<file path="config.mk">
export PLATFORM = sky130hd
export DESIGN_NAME = pwm_capture_history_top_flat
export DESIGN_NICKNAME = d
export VERILOG_FILES = /design/src/rtl/pch_pkg.sv /design/src/rtl/pch_cfg_if.sv /design/src/rtl/pch_cmd_if.sv /design/src/rtl/pch_rsp_if.sv /design/src/rtl/pch_ram.sv /design/src/rtl/pwm_capture_history_top.sv /design/src/flat_wrapper.sv
export SDC_FILE = /design/constraint.sdc
export NUM_CORES = 1
export LEC_CHECK = 0
export BUFFER_PORTS_ARGS = -buffer_cell sky130_fd_sc_hd__buf_4
export CAP_MARGIN = 10
export CORE_MARGIN = 4
export CORE_UTILIZATION = 41
export DETAILED_ROUTE_END_ITERATION = 8
export GPL_ROUTABILITY_DRIVEN = 0
export PLACE_DENSITY = 0.55
export SYNTH_ARGS = -nofsm -noshare
export SYNTH_HDL_FRONTEND = slang
export SYNTH_HIERARCHICAL = 1
export SYNTH_SLANG_ARGS = --single-unit
</file>
<file path="constraint.sdc">
create_clock -name clk -period 4.35 [get_ports clk]
set_clock_uncertainty 0.05 [all_clocks]
set_input_delay 0.87 -clock clk [delete_from_list [all_inputs] [get_ports clk]]
set_output_delay 0.87 -clock clk [all_outputs]
set_load 0.01 [all_outputs]
</file>
<file path="src/rtl/pch_pkg.sv">
// Shared types and constants for the PWM capture history block.
`default_nettype none
package pch_pkg;

  localparam int unsigned COUNT_W = 16;
  localparam int unsigned OP_W = 2;

  localparam logic [COUNT_W-1:0] MAX_PERIOD_RESET = 16'd12307;

  // Operation codes of a command word.
  typedef enum logic [OP_W-1:0] {
    OP_TICK    = 2'd0,
    OP_RISE    = 2'd1,
    OP_FALL    = 2'd2,
    OP_READ    = 2'd3
  } op_t;

  // Command word.
  typedef struct packed {
    logic [OP_W-1:0] operation;
    logic            select_period;
  } cmd_t;

  // Response word.
  typedef struct packed {
    logic [COUNT_W-1:0] sample;
    logic               last;
  } rsp_t;

  // Read stream sequencer states.
  typedef enum logic [1:0] {
    ST_IDLE   = 2'b01,
    ST_STREAM = 2'b10
  } state_t;

endpackage
`default_nettype wire

</file>
<file path="src/rtl/pch_cfg_if.sv">
// Configuration write channel carrying the max period register value.
`default_nettype none
interface pch_cfg_if import pch_pkg::*; ();
  logic               valid;
  logic               ready;
  logic [COUNT_W-1:0] data;

  modport source (output valid, output data, input ready);
  modport sink (input valid, input data, output ready);
endinterface
`default_nettype wire

</file>
<file path="src/rtl/pch_cmd_if.sv">
// Command channel carrying tick, edge and read requests.
`default_nettype none
interface pch_cmd_if import pch_pkg::*; ();
  logic valid;
  logic ready;
  cmd_t data;

  modport source (output valid, output data, input ready);
  modport sink (input valid, input data, output ready);
endinterface
`default_nettype wire

</file>
<file path="src/rtl/pch_rsp_if.sv">
// Response channel carrying stored samples of a history read.
`default_nettype none
interface pch_rsp_if import pch_pkg::*; ();
  logic valid;
  logic ready;
  rsp_t data;

  modport source (output valid, output data, input ready);
  modport sink (input valid, input data, output ready);
endinterface
`default_nettype wire

</file>
<file path="src/rtl/pch_ram.sv">
// Generic single write port, single read port RAM with registered read data.
`default_nettype none
module pch_ram #(
  parameter int unsigned WIDTH = 16,
  parameter int unsigned DEPTH = 8
) (
  input  wire logic                     clk,
  input  wire logic                     wr_en,
  input  wire logic [$clog2(DEPTH)-1:0] wr_addr,
  input  wire logic [WIDTH-1:0]         wr_data,
  input  wire logic                     rd_en,
  input  wire logic [$clog2(DEPTH)-1:0] rd_addr,
  output logic      [WIDTH-1:0]         rd_data
);

  logic [WIDTH-1:0] mem [DEPTH];

  // Write port.
  always_ff @(posedge clk) begin
    if (wr_en) begin
      mem[wr_addr] <= wr_data;
    end
  end

  // Read port; the data register holds while no read is issued.
  always_ff @(posedge clk) begin
    if (rd_en) begin
      rd_data <= mem[rd_addr];
    end
  end

endmodule
`default_nettype wire

</file>
<file path="src/rtl/pwm_capture_history_top.sv">
// PWM capture with period and high-time history rings and a streaming read.
// Tick and edge words are accepted every cycle while no read is active and take
// effect next cycle. A read word streams HISTORY_DEPTH samples; the first is
// valid next cycle, then one per cycle while the sink takes them (one RAM read
// port per ring). The next command is accepted after the last sample is taken.
// Reset is synchronous; per-entry valid bits make both rings read as zero.
`default_nettype none
module pwm_capture_history_top import pch_pkg::*; #(
  parameter int unsigned HISTORY_DEPTH = 8
) (
  input wire logic  clk,
  input wire logic  rst,
  pch_cfg_if.sink   cfg,
  pch_cmd_if.sink   cmd,
  pch_rsp_if.source rsp
);

  localparam int unsigned IDX_W = $clog2(HISTORY_DEPTH);
  localparam logic [IDX_W-1:0] IDX_LAST = IDX_W'(HISTORY_DEPTH - 1);

  logic [COUNT_W-1:0]       max_period;
  logic [COUNT_W-1:0]       tick_count;
  logic [IDX_W-1:0]         write_index;
  logic                     armed;
  logic [HISTORY_DEPTH-1:0] period_vld;
  logic [HISTORY_DEPTH-1:0] high_vld;

  state_t                   state;
  logic [IDX_W-1:0]         remaining;
  logic [IDX_W-1:0]         rd_addr;
  logic                     out_valid;
  logic                     out_last;
  logic                     out_sel;
  logic                     out_vld;

  logic                     cmd_fire;
  op_t                      op;
  logic                     start_read;
  logic                     issue;
  logic [IDX_W-1:0]         issue_addr;
  logic                     issue_last;
  logic [IDX_W-1:0]         issue_addr_next;
  logic                     period_wr;
  logic                     high_wr;
  logic [COUNT_W-1:0]       period_rd;
  logic [COUNT_W-1:0]       high_rd;

  function automatic logic [IDX_W-1:0] wrap_inc(input logic [IDX_W-1:0] idx);
    wrap_inc = (idx == IDX_LAST) ? '0 : idx + 1'b1;
  endfunction

  // Command decode.
  assign cmd.ready  = (state == ST_IDLE) && !out_valid;
  assign cmd_fire   = cmd.valid && cmd.ready;
  assign op         = op_t'(cmd.data.operation);
  assign start_read = cmd_fire && (op == OP_READ);
  assign period_wr  = cmd_fire && (op == OP_RISE) && (tick_count < max_period);
  assign high_wr    = cmd_fire && (op == OP_FALL) && armed;

  // Read issue: the first read goes out with the request, later ones when the
  // response register is free or being taken.
  assign issue      = start_read ||
                      ((state == ST_STREAM) && (!out_valid || rsp.ready));
  assign issue_addr = start_read ? write_index : rd_addr;
  assign issue_last = start_read ? (HISTORY_DEPTH == 1) : (remaining == IDX_W'(1));
  assign issue_addr_next = wrap_inc(issue_addr);

  // Configuration register.
  assign cfg.ready = 1'b1;
  always_ff @(posedge clk) begin
    if (rst) begin
      max_period <= MAX_PERIOD_RESET;
    end else if (cfg.valid) begin
      max_period <= cfg.data;
    end
  end

  // Tick counter, arming and write index.
  always_ff @(posedge clk) begin
    if (rst) begin
      tick_count  <= '0;
      write_index <= '0;
      armed       <= 1'b0;
      period_vld  <= '0;
      high_vld    <= '0;
    end else if (cmd_fire) begin
      case (op)
        OP_TICK: begin
          tick_count <= tick_count + 1'b1;
        end
        OP_RISE: begin
          tick_count <= '0;
          if (period_wr) begin
            period_vld[write_index] <= 1'b1;
          end
        end
        OP_FALL: begin
          if (!armed) begin
            armed <= 1'b1;
          end else begin
            high_vld[write_index] <= 1'b1;
            write_index           <= wrap_inc(write_index);
          end
        end
        default: begin
        end
      endcase
    end
  end

  // Ring storage.
  pch_ram #(
    .WIDTH (COUNT_W),
    .DEPTH (HISTORY_DEPTH)
  ) u_period_ram (
    .clk     (clk),
    .wr_en   (period_wr),
    .wr_addr (write_index),
    .wr_data (tick_count),
    .rd_en   (issue),
    .rd_addr (issue_addr),
    .rd_data (period_rd)
  );

  pch_ram #(
    .WIDTH (COUNT_W),
    .DEPTH (HISTORY_DEPTH)
  ) u_high_ram (
    .clk     (clk),
    .wr_en   (high_wr),
    .wr_addr (write_index),
    .wr_data (tick_count),
    .rd_en   (issue),
    .rd_addr (issue_addr),
    .rd_data (high_rd)
  );

  // Read stream sequencer and response control.
  always_ff @(posedge clk) begin
    if (rst) begin
      state     <= ST_IDLE;
      out_valid <= 1'b0;
    end else begin
      if (issue) begin
        out_valid <= 1'b1;
      end else if (rsp.ready) begin
        out_valid <= 1'b0;
      end
      case (state)
        ST_IDLE: begin
          if (start_read) begin
            state <= ST_STREAM;
          end
        end
        ST_STREAM: begin
          if (issue && issue_last) begin
            state <= ST_IDLE;
          end
        end
        default: begin
          state <= ST_IDLE;
        end
      endcase
    end
  end

  // Stream payload bookkeeping.
  always_ff @(posedge clk) begin
    if (start_read) begin
      out_sel   <= cmd.data.select_period;
      remaining <= IDX_LAST;
    end else if (issue) begin
      remaining <= remaining - 1'b1;
    end
    if (issue) begin
      rd_addr  <= issue_addr_next;
      out_last <= issue_last;
      out_vld  <= (start_read ? cmd.data.select_period : out_sel) ?
                  period_vld[issue_addr] : high_vld[issue_addr];
    end
  end

  // Response word; an entry never written since reset reads as zero.
  assign rsp.valid       = out_valid;
  assign rsp.data.last   = out_last;
  assign rsp.data.sample = !out_vld ? '0 : (out_sel ? period_rd : high_rd);

  // A new read is never issued over a response the sink has not taken.
  a_no_overwrite: assert property (@(posedge clk) disable iff (rst)
    issue |-> !(out_valid && !rsp.ready))
    else $error("read issued over a pending response");

  // After the last sample is taken the block is ready for a command.
  a_idle_after_last: assert property (@(posedge clk) disable iff (rst)
    (rsp.valid && rsp.ready && rsp.data.last) |=> cmd.ready)
    else $error("block not idle after last sample");

  // The write index stays inside the ring.
  a_index_range: assert property (@(posedge clk) disable iff (rst)
    write_index <= IDX_LAST)
    else $error("write index out of range");

  // Streaming always has reads left to issue.
  a_stream_remaining: assert property (@(posedge clk) disable iff (rst)
    (state == ST_STREAM) |-> (remaining != '0))
    else $error("stream state with no reads left");

  // Ring contents do not change while a read stream is in progress.
  a_no_write_in_stream: assert property (@(posedge clk) disable iff (rst)
    (state == ST_STREAM) |-> !(period_wr || high_wr))
    else $error("ring written during a read stream");

endmodule
`default_nettype wire
</file>
<file path="src/flat_wrapper.sv">
// flat-port wrapper written by rule: the top's interface ports become plain ports
module pwm_capture_history_top_flat import pch_pkg::*;
#(
  parameter int unsigned HISTORY_DEPTH = 8
)
  (clk, rst, cfg_valid, cfg_data, cfg_ready, cmd_valid, cmd_data, cmd_ready, rsp_valid, rsp_data, rsp_ready);
  pch_cfg_if cfg_i ();
  pch_cmd_if cmd_i ();
  pch_rsp_if rsp_i ();
  input wire logic clk;
  input wire logic rst;
  input wire logic [$bits(cfg_i.valid)-1:0] cfg_valid;
  input wire logic [$bits(cfg_i.data)-1:0] cfg_data;
  output wire logic [$bits(cfg_i.ready)-1:0] cfg_ready;
  input wire logic [$bits(cmd_i.valid)-1:0] cmd_valid;
  input wire logic [$bits(cmd_i.data)-1:0] cmd_data;
  output wire logic [$bits(cmd_i.ready)-1:0] cmd_ready;
  output wire logic [$bits(rsp_i.valid)-1:0] rsp_valid;
  output wire logic [$bits(rsp_i.data)-1:0] rsp_data;
  input wire logic [$bits(rsp_i.ready)-1:0] rsp_ready;
  assign cfg_i.valid = cfg_valid;
  assign cfg_i.data = cfg_data;
  assign cfg_ready = cfg_i.ready;
  assign cmd_i.valid = cmd_valid;
  assign cmd_i.data = cmd_data;
  assign cmd_ready = cmd_i.ready;
  assign rsp_valid = rsp_i.valid;
  assign rsp_data = rsp_i.data;
  assign rsp_i.ready = rsp_ready;
  pwm_capture_history_top #(.HISTORY_DEPTH(HISTORY_DEPTH)) u_core (.clk(clk), .rst(rst), .cfg(cfg_i), .cmd(cmd_i), .rsp(rsp_i));
endmodule
</file>
; After elaboration in Yosys (flattened, before gate mapping)
; Memory sizes are Yosys's and may differ from the RTL's. A register that Yosys moved wholly into a read port is not among the register bits.
; Cells that the tools add are included.
[classes]
add_sub_neg = 4
order_cmp = 4
eq_ne = 10
n_mux = 23
bitwise_logic = 2
n_reduce_logical = 21
[ops]
columns = op, count
row1 = $mux W16, 2
row2 = $pmux W16 S2, 1
row3 = $add A16 B1 Y16 const B, 1
row4 = $lt A16 B16 Y1, 1
row5 = $or A8 B8 Y8, 2
row6 = $mux W1, 12
row7 = $logic_and A1 B1 Y1, 10
row8 = $lt A3 B4 Y1 const B, 2
row9 = $add A3 B1 Y3 const B, 2
row10 = $bmux W1 S3, 2
row11 = $eq A2 B2 Y1 const B, 3
row12 = $eq A3 B3 Y1 const B, 2
row13 = $mux W3, 2
row14 = $reduce_and A2 Y1, 3
row15 = $reduce_and A3 Y1, 2
row16 = $eq A2 B1 Y1 const B, 2
row17 = $mux W2, 2
row18 = $pmux W2 S2, 1
row19 = $reduce_bool A2 Y1, 2
row20 = $demux W1 S3, 1
row21 = $eq A3 B1 Y1 const B, 1
row22 = $ge A3 B1 Y1 const B, 1
row23 = $sub A3 B1 Y3 const B, 1
row24 = $logic_not A2 Y1, 1
row25 = other kinds (4), 5
[totals]
regBits = 64
mem_bits_rw = 256
wordCells = 79
n_memories = 2
[memory_table]
columns = name, words, width, read_ports, rd_clocked_by_memory_dff, write_ports, line_no
row1 = u_core.u_high_ram.mem, 8, 16, 1, 1, 1, pch_ram.sv:16  ; logic [WIDTH-1:0] mem [DEPTH];
row2 = u_core.u_period_ram.mem, 8, 16, 1, 1, 1, pch_ram.sv:16

; Depth between registers and ports, before layout
; Gate-level depths: netlist of run 1.
[logic_depth]
depth_word = 8
mapped_depth = 10
depth_no_buf = 10

; Hierarchy
; The synthesis of run 1 kept the hierarchy.
[modules_own_cells]
columns = mod, instances, cells_each, area_each_um2
row1 = pch_ram, 2, 214, 5454.0
row2 = pwm_capture_history_top, 1, 407, 3545.9

; Worst setup path after synthesis of run 1
; Ideal clock, no wire load.
[synth_timing]
kind = input to register
startpoint = in cmd_valid
endpoint = mem u_core.u_period_ram.mem[0][0] (enable)
arrival_time_ps = 3261
setup_slack_ps = 630
stages = 7
path_cell_list = nand4bb_1 buf_2 or4b_4 a21oi_4 nor2b_1 nand2b_1 nor3_1
[synth_via]
elab_chain_len = 5
[synth_lines]
columns = element, line_no
row1 = from (decl), flat_wrapper.sv:15  ; input wire logic [$bits(cmd_i.valid)-1:0] cmd_valid;
row2 = $logic_and A1 B1 Y1, pwm_capture_history_top.sv:54  ; assign cmd_fire = cmd.valid && cmd.ready;
row3 = $logic_and A1 B1 Y1 (2 in series), pwm_capture_history_top.sv:57  ; assign period_wr = cmd_fire && (op == OP_RISE) && (tick_count < max_period);
row4 = net u_core.period_wr, pwm_capture_history_top.sv:43  ; logic period_wr;
row5 = $mux W1, pch_ram.sv:20  ; if (wr_en) begin
row6 = $mux W1 (not written as such), pch_ram.sv:21  ; mem[wr_addr] <= wr_data;
row7 = to (decl), pch_ram.sv:16
; The timed path passes the listed nets, and every way through them passes these cells.

; Worst setup path after layout of run 1
[layout_timing]
startpoint = reg u_core.tick_count[6]
endpoint = mem u_core.u_period_ram.mem[4][7] (enable)
[layout_via]
elab_chain_len = 4
[layout_lines]
columns = element, line_no
row1 = from (decl), pwm_capture_history_top.sv:22  ; logic [COUNT_W-1:0] tick_count;
row2 = from (signal assigned), pwm_capture_history_top.sv:89  ; tick_count <= tick_count + 1'b1;
row3 = $lt A16 B16 Y1, pwm_capture_history_top.sv:57
row4 = $logic_and A1 B1 Y1, pwm_capture_history_top.sv:57
row5 = net u_core.period_wr, pwm_capture_history_top.sv:43
row6 = $mux W1, pch_ram.sv:20
row7 = $mux W1 (not written as such), pch_ram.sv:21
; The timed path passes the listed nets, and every way through them passes these cells.

==> run metrics, run 1 <==
top cells by area, synth=edfxtp_1, mux4_1, dfxtp_1; Initial DRC Count=427; Crit Path Max Fanout=20; Post-Syn Instances=835; Rel. slew slack=41.17%; syn avg cell area=17.31 µm²; post-synth top area cell=edfxtp_1; Top FF cell, synth=edfxtp_1; routed vias=7,621; clk buf depth=3; EDFF count, synth=293; Post-DP HPWL=19.23 mm; Area Overhead vs Synth=15.95%; IO Port Bufs=42; TritonCTS clock tree=done; pin count of the biggest net entering global routing=68; post-synthesis mux area share=16.27%; FP Rows=68; Critical Path Start Type=flip-flop; crit-path max cell delay=770 ps; fin cells=1,411; CP Data Required Time=4480 ps; height of the die=195.8 µm; dpl ws=701.2 ps; post-place instance area=0.01558 mm²; Post-Synth XOR/XNOR Area=0.8483%; first-pass GRT wire length=48.28 mm; drt pass-1 iters=5; DRC Markers=0; Max Cap Viol=0; Post-synth top cells=edfxtp_1, dfxtp_1, nor2_1; #FFs+latches synth=352; register area=0.009980 mm²; WS Path Type=reg -> reg; Mapped Area=0.01445 mm²; Yosys Warn Count=6; CP cell instances=ha_1, a21o_1, a21oi_1, o21a_1, a21oi_1, nor2b_1, nand2_1, nor3_2, buf_4; worst setup margin=1216 ps; fraction of layout cells with a size suffix above 1=20.73%; GR Util All Layers=16.54%; ys async rst share=0%; vias in the first global route=7,781; run status=complete, no violations; Routed Antenna Nets=0; complex-gate fraction of the synthesized area=3.393%; final setup violation count=0; I/O pin total=44; Hold Buf Count CTS=0; # nets final=972; clk_lat worst skew=520 ps; area of the multi-input gates=0.004225 mm²; final-report hold violation count=0; distinct cell type count of the synthesized netlist=57; final instance area=0.01676 mm²; Slew @ Worst Pin=881.2 ps; cell mode on critical path=a21oi_1; Slowest cell on crit path=dfxtp_1; die area=0.03832 mm²; Synth Area in Adders=1.904%; Pwr Density=419.6 mW/mm²; Yosys top cell area share=60.87%; Initial Util=41.74%; Post-CTS Setup Inserts=0; CTS clk-pin slew, worst paths=60 ps; post-cts resize count=0; count leader, synth=edfxtp_1; Worst EP arrival=3270 ps; drt wl/cell=22.40 µm; Synth Area in Simple Gates=6.397%; initial antenna violation count=1; period utilization=72.05%; Pleak=6.240 nW; clk root buf=clkbuf_16; utilization after layout=48.40%; H-tree Lvls=2; syn_nets=881; sequential fraction of the synthesis area=69.04%; die width=195.8 µm; fin crit period=3134 ps; maximum vdd drop=0.2551 mV; Hold WC Path Type=reg -> reg; Setup crit end kind=flip-flop; core area=0.03463 mm²; Num Clock Sinks=352; grt ovf=0; CTS buffer count=38; largest family of logic cells by synthesized area=multiplexers; placed cell count=1,341; Setup Total Neg Slack=0 ps; Final Slew Violations=0; Fmax=319.1 MHz; final WL=31.60 mm; vias per std cell=5.401; unrepaired setup endpoints after global routing=no; fill count=2,947
-- cell type report --
class / count / area share [%]
diodes: 1 / 0.01493
repair buffers: 88 / 4.240
clock buffers: 52 / 6.428
multi-input cells: 421 / 25.21
flip-flops and latches: 352 / 59.54
well taps: 455 / 3.397
clock inverters: 17 / 0.5972
inverters: 25 / 0.5674
-- flip-flops by register name, indices dropped and copies added (netlist names) --
name                         count
u_core/u_period_ram/mem        128
u_core/u_high_ram/mem          128
u_core/out_vld                   1
u_core/out_last                  1
u_core/write_index               3
u_core/u_high_ram/rd_data       16
u_core/out_sel                   1
u_core/high_vld                  8
u_core/max_period               16
u_core/u_period_ram/rd_data     16
u_core/tick_count               16
u_core/rsp.valid                 1
u_core/rd_addr                   3
u_core/armed                     1
u_core/remaining                 3
u_core/period_vld                8
u_core/state                     2
-- path summary, 6_finish.rpt --
| path | start | to | slack [ps] | cells after the start |
|---|---|---|---|---|
| hold / removal | u_core/armed$_SDFFE_PP0P_ | u_core/armed$_SDFFE_PP0P_ | 420 | 2 |
| setup reg to reg | u_core/tick_count[6]$_SDFFE_PP0P_ | u_core/u_period_ram/mem[4][7]$_DFFE_PP_ | 1220 | 9 |
| setup / recovery | u_core/tick_count[6]$_SDFFE_PP0P_ | u_core/u_period_ram/mem[4][7]$_DFFE_PP_ | 1220 | 9 |
| hold reg to reg | u_core/armed$_SDFFE_PP0P_ | u_core/armed$_SDFFE_PP0P_ | 420 | 2 |
-- power by group --
part           switching (mW)  total (mW)  internal [mW]  leakage, nW
Sequential             0.0248        3.67           3.65         3.39
Combinational           0.171       0.325          0.154         2.27
Clock                    1.25        3.03           1.79        0.574
Total                    1.44        7.03           5.59         6.24
-- critical path, delay by kind of cell, from the launching register on --
| kind | cells | cell delay, ps |
|---|---|---|
| adders and majority gates | 1 | 370 |
| AOI/OAI and AO/OA | 4 | 790 |
| and+or+nand+nor | 3 | 470 |
| DFF | 1 | 770 |
| buffers and inverters | 1 | 340 |
-- placed cells by master (no fill, tap or decap), drive strengths merged, types with 22 or more instances in the layout --
cell type and count:
a21oi 25, buf 88, inv 24, nor2 59
mux4 64, clkbuf 52, mux2 32, nand2 28
nor2b 23, edfxtp 293, ha 22, mux2i 34
dfxtp 59
-- through the flow --
| stage | hold WS [ps] | power [mW] |
|---|---|---|
| final | 419.0 | 7.032 |
| after global routing | 455.6 | 7.319 |
| after CTS | 420.9 | 7.125 |
| after detailed placement | 408.0 | 4.074 |
| after global placement | 396.5 | 4.071 |
| after floorplan | 381.7 | 3.957 |
-- logic make-up after synthesis --
| group | count (synthesis) |
|---|---|
| flops | 352 |
| simple gates | 182 |
| mux | 130 |
| compound gates | 72 |
| buf+inv | 62 |
| fa+ha+maj | 22 |
| xor+xnor | 14 |
| other cells | 1 |
-- layer usage --
metal	routed length (µm)	GRT usage [%]	up-vias
met2	15160	27.18	160
li1	-	-	3510
met3	1219	2.696	49
met4	617	3.957	0
met1	14610	23.36	3902
met5	0	0	-
No activity file was read; power rests on OpenSTA's default activity.
==> run 2: changes to the inputs <==
Settings changed: PLACE_DENSITY 0.55 to 0.58.
Clock period 4.35 ns to 2.8 ns, I/O delays scaled along.
==> run metrics, run 2 (synthesis results as in run 1) <==
Hold Path Stages=3 (+1); Area Overhead vs Synth=18.52%; CTS clk-pin slew, worst paths=60 ps (about the same); final-report hold violation count=0 (unchanged); height of the die=195.8 µm (unchanged); Pleak=6.445 nW (+3.3%); CP bufs+invs=3 (+2); Worst R2R Path Depth=12 (+3); CP Data Required Time=2970 ps (-1510 ps); WS Path Type=reg -> reg; drt wl/cell=21.66 µm (-3.3%); Pwr Density=645.2 mW/mm² (+54%); Max Cap Viol=0 (unchanged); H-tree Lvls=2 (unchanged); CP cell instances=inv_1, ha_1, a21o_1, a21o_1, a21oi_1, o21a_1, a21oi_2, nor2b_2, buf_4, nand2b_4, nor3_4, buf_6; highest-count cells in the layout ignoring fill and taps=edfxtp_1, buf_4, dfxtp_1, nor2_1, mux4_1; register area=0.009980 mm² (unchanged); Fmax=375.6 MHz (+18%); final setup violation count=0 (unchanged); clk root buf=clkbuf_16; Critical Path Start Type=flip-flop; DRC Markers=0 (unchanged); period utilization=95.08% (+23 points); die area=0.03832 mm² (unchanged); routed vias=7,743 (+1.6%); fraction of layout cells with a size suffix above 1=23.61% (+2.9 points); Crit Path Max Fanout=6 (-70%); Setup crit end kind=flip-flop; CTS buffer count=38 (unchanged); Largest regs=u_core/u_high_ram/mem: 128 flops, u_core/u_period_ram/mem: 128 flops; Slowest cell on crit path=dfxtp_1; Initial DRC Count=615 (+44%); vias in the first global route=7,875 (+1.2%); utilization after layout=49.47% (+1.1 points); drt pass-1 iters=5 (unchanged); area of the multi-input gates=0.004247 mm² (+0.50%); pin count of the biggest net entering global routing=50 (-26%); Post-DP HPWL=20.06 mm (+4.3%); Rel. slew slack=57.51% (+16 points); die width=195.8 µm (unchanged); Worst EP arrival=2840 ps (-430 ps); I/O pin total=44 (unchanged); Top Family by Delay on Critical Path=compound AO/OA/AOI/OAI gates; Initial Util=41.74% (unchanged); core area=0.03463 mm² (unchanged); initial antenna violation count=0 (-1); IO Port Bufs=42 (unchanged); dpl ws=-75.56 ps (-776.8 ps); vias per std cell=5.355 (-0.86%); final instance area=0.01713 mm² (+2.2%); post-place instance area=0.01588 mm² (+1.9%); Hold WC Path Type=in -> reg; fin crit period=2662 ps (-471.9 ps); n_diodes=0 (-1); Num Clock Sinks=352 (unchanged); logic depth of the worst setup path including buffers=12 (+3); Final Slew Violations=0 (unchanged); GR Util All Layers=16.13% (-0.41 points); fill count=2,898 (-1.7%); worst setup margin=137.7 ps (-1078 ps); cell mode on critical path=a21o_1; FP Rows=68 (unchanged); final WL=31.32 mm (-0.88%); clk_lat worst skew=510 ps (about the same); # nets final=1,008 (+3.7%); run status=complete, no violations; Slew @ Worst Pin=636.4 ps (-244.8 ps); most common cell after layout, fill and taps aside=edfxtp_1; clk buf depth=3 (unchanged); grt ovf=0 (unchanged); TritonCTS clock tree=done; first-pass GRT wire length=47.19 mm (-2.3%); unrepaired setup endpoints after global routing=no; Routed Antenna Nets=0 (unchanged); crit-path max cell delay=330 ps (-440 ps); maximum vdd drop=0.5841 mV (+130%)
run 2: power breakdown:
group          switching (mW)  leakage (nW)  internal, mW
registers              0.0387          3.39          5.67
logic                   0.273          2.46         0.271
clock network            1.93         0.590          2.87
run 2: worst min-delay path, delay by kind of cell:
family	cells	cell delay (ps)
simple gates	1	50
buf+inv	1	70
mux	1	50
run 2: area by class of cell:
class                      instances  share of cell area [%]
clock buffer                      51                   6.040
clock inverter                    18                  0.9568
multi-input combinational        421                   24.79
sequential                       352                   58.25
timing repair buffer             124                   6.084
tap                              455                   3.323
inverter                          25                  0.5551
run 2: final timing paths:
kind	startpoint	slack [ps]	to
worst max-delay path	u_core/max_period[9]$_SDFFE_PP0P_	140	u_core/u_period_ram/mem[0][11]$_DFFE_PP_
worst min-delay path	cfg_data[0]	210	u_core/max_period[0]$_SDFFE_PP1P_
worst min register to register	u_core/armed$_SDFFE_PP0P_	420	u_core/armed$_SDFFE_PP0P_
worst max register to register	u_core/max_period[9]$_SDFFE_PP0P_	140	u_core/u_period_ram/mem[0][11]$_DFFE_PP_
run 2: repair_timing:
item | CTS | global route
hold buffers | 0 | 0
resized for setup | 0 | 7
setup endpoints to repair | 0 | 120
buffers inserted | 0 | 2
run 2: metrics by stage:
stage | total power, mW | hold WS, ps | TNS (ps) | std cells
after floorplan | 6.148 | 381.7 | -28470 | 835
after detailed placement | 6.367 | 404.7 | -1705 | 1375
after CTS | 11.18 | 190.8 | 0 | 1444
final | 11.05 | 209.6 | 0 | 1446
after global placement | 6.361 | 392.5 | -554.1 | 1375
after global routing | 11.44 | 208.6 | 0 | 1446
run 2: routing by layer:
metal  GRT usage (%)  part of all wire [%]
met5               0                     0
met4           3.569                   1.6
met3           3.040                   4.7
met2           26.91                    49
met1           22.26                    45
==> run 3: changes to the inputs <==
Settings changed: GPL_TIMING_DRIVEN set to 0.
==> run metrics, run 3 (synthesis results as in run 1) <==
final WL=32.17 mm (+2.7%); Critical Path Sink=u_core/u_period_ram/rd_data[5]$_DFFE_PP_; H-tree Lvls=2 (unchanged); Slowest cell on crit path=mux4_1; clk buf depth=3 (unchanged); Crit Path Max Fanout=10 (+4); dpl ws=-1201 ps (-1125 ps); CP cell instances=nand4bb_1, clkbuf_4, nor3_4, a21oi_4, inv_4, buf_6, buf_8, mux4_1, mux2_2; pin count of the biggest net entering global routing=34 (-32%); # nets final=997 (-1.1%); drt wl/cell=22.46 µm (+3.7%); Num Clock Sinks=352 (unchanged); TritonCTS clock tree=done; Switching Share=20.67% (+0.42 points); fraction of layout cells with a size suffix above 1=26.61% (+3.0 points); Post-DP HPWL=20.25 mm (+0.93%); Initial Util=41.74% (unchanged); Total Power=10.91 mW (-1.3%); Slew @ Worst Pin=742.2 ps (+105.8 ps); vias in the first global route=7,826 (-0.62%); Rel. slew slack=50.52% (-7.0 points); die width=195.8 µm (unchanged); initial antenna violation count=0 (unchanged); vias per std cell=5.333 (-0.40%); logic depth of the worst setup path including buffers=9 (-3); routed vias=7,637 (-1.4%); clk_lat worst skew=530 ps (+20 ps); post-place instance area=0.01569 mm² (-1.2%); reg-to-reg endpoint=u_core/u_period_ram/rd_data[5]$_DFFE_PP_; first-pass GRT wire length=48.85 mm (+3.5%); Max Cap Viol=0 (unchanged); height of the die=195.8 µm (unchanged); power share of the clock group=42.8% (-0.6 points); most common cell after layout, fill and taps aside=edfxtp_1; fin crit period=2698 ps (+35.60 ps); fin cells=1,432 (-0.97%); hold slack=207.6 ps (-2.028 ps); I/O pin total=44 (unchanged); Hold WC Path Type=in -> reg; maximum vdd drop=0.4112 mV (-30%); Final Slew Violations=0 (unchanged); IO Port Bufs=39 (-7.1%); final instance area=0.01722 mm² (+0.53%); Critical Path Start Type=flip-flop; Top Family by Delay on Critical Path=multiplexers; worst setup margin=102.1 ps (-35.60 ps); CTS clk-pin slew, worst paths=60 ps (about the same); final setup violation count=0 (unchanged); Fmax=370.7 MHz (-1.3%); Pleak=6.305 nW (-2.2%); clk root buf=clkbuf_16; Area Overhead vs Synth=19.16%; P_int=8.656 mW (-1.8%); final-report hold violation count=0 (unchanged); origin of the critical flop-to-flop path=u_core/rsp.valid$_SDFFE_PP0P_; period utilization=96.35% (+1.3 points); placed cell count=1,344 (-2.3%); sequential power share=52.3% (+0.7 points); worst setup path startpoint=u_core/rsp.valid$_SDFFE_PP0P_; die area=0.03832 mm² (unchanged); highest-count cells in the layout ignoring fill and taps=edfxtp_1, buf_4, nor2_1, mux4_1, dfxtp_1; crit-path max cell delay=570 ps (+240 ps); core area=0.03463 mm² (unchanged); GR Util All Layers=16.82% (+0.69 points); grt ovf=0 (unchanged); Pwr Density=633.6 mW/mm² (-1.8%); Routed Antenna Nets=0 (unchanged); Hold Path Stages=3 (unchanged); n_diodes=0 (unchanged); Setup crit end kind=flip-flop; Worst EP arrival=2920 ps (+80 ps); Worst R2R Path Depth=9 (-3); DRC Markers=0 (unchanged); R2R Setup Slk=100 ps (-40 ps); utilization after layout=49.74% (+0.26 points); Combinational Power Share=4.9% (about the same); Setup Total Neg Slack=0 ps (unchanged); Largest regs=u_core/u_high_ram/mem: 128 flops, u_core/u_period_ram/mem: 128 flops; run status=complete, no violations; FP Rows=68 (unchanged); drt pass-1 iters=4 (-1); CTS buffer count=37 (-2.6%); Initial DRC Count=566 (-8.0%); CP bufs+invs=4 (+1); switching power total=2.256 mW (+0.75%); CP Data Required Time=3020 ps (+50 ps); WS Path Type=reg -> reg; unrepaired setup endpoints after global routing=yes
-- run 3: worst reg2reg max path: stages, from the launching register on --
cell       delay [ps]
dfxtp_1           350
nand4bb_1         180
clkbuf_4          210
nor3_4            230
a21oi_4            70
inv_4             140
buf_6             160
buf_8             170
mux4_1            580
mux2_2            300
-- run 3: layer usage --
layer	wire (µm)	part of all wire, %	vias up	global-route usage (%)
met5	0	0	-	0
met4	838	2.6	0	5.301
met3	1316	4.1	47	2.559
met2	15900	49	174	28.28
met1	14120	44	3864	22.72
li1	-	-	3552	-
-- run 3: worst min path at each step --
stage | from | endpoint | slack (ps)
floorplan | u_core/armed$_SDFFE_PP0P_ | u_core/armed$_SDFFE_PP0P_ | 380
global placement | u_core/armed$_SDFFE_PP0P_ | u_core/armed$_SDFFE_PP0P_ | 400
detailed placement | u_core/armed$_SDFFE_PP0P_ | u_core/armed$_SDFFE_PP0P_ | 400
CTS | cfg_data[0] | u_core/max_period[0]$_SDFFE_PP1P_ | 190
global route | cfg_data[0] | u_core/max_period[0]$_SDFFE_PP1P_ | 190
finish | cfg_data[0] | u_core/max_period[0]$_SDFFE_PP1P_ | 210
-- run 3: power by group through the flow --
stage | Clock [mW] | Sequential (mW) | Combinational, mW
floorplan | 0 | 5.80 | 0.349
global placement | 0 | 5.81 | 0.521
detailed placement | 0 | 5.82 | 0.530
CTS | 4.79 | 5.71 | 0.530
global route | 5.03 | 5.71 | 0.584
finish | 4.67 | 5.71 | 0.536
-- run 3: layout make-up --
class	count	area, µm²
sequential	352	10030
inverter	25	96.34
clock buffer	48	1008
fill	2873	17410
clock inverter	17	156.4
multi-input combinational	421	4298
buffer	36	256.5
timing repair buffer	78	807.0
tap	455	569.3
-- run 3: what timing repair did --
action / 4_1_cts / 5_1_grt
resized for setup: 59 / 32
buffers inserted: 16 / 8
hold buffers: 0 / 0
setup endpoints to repair: 256 / 191
endpoints found under the hold margin: 0 / 0
pin swaps: 10 / 0
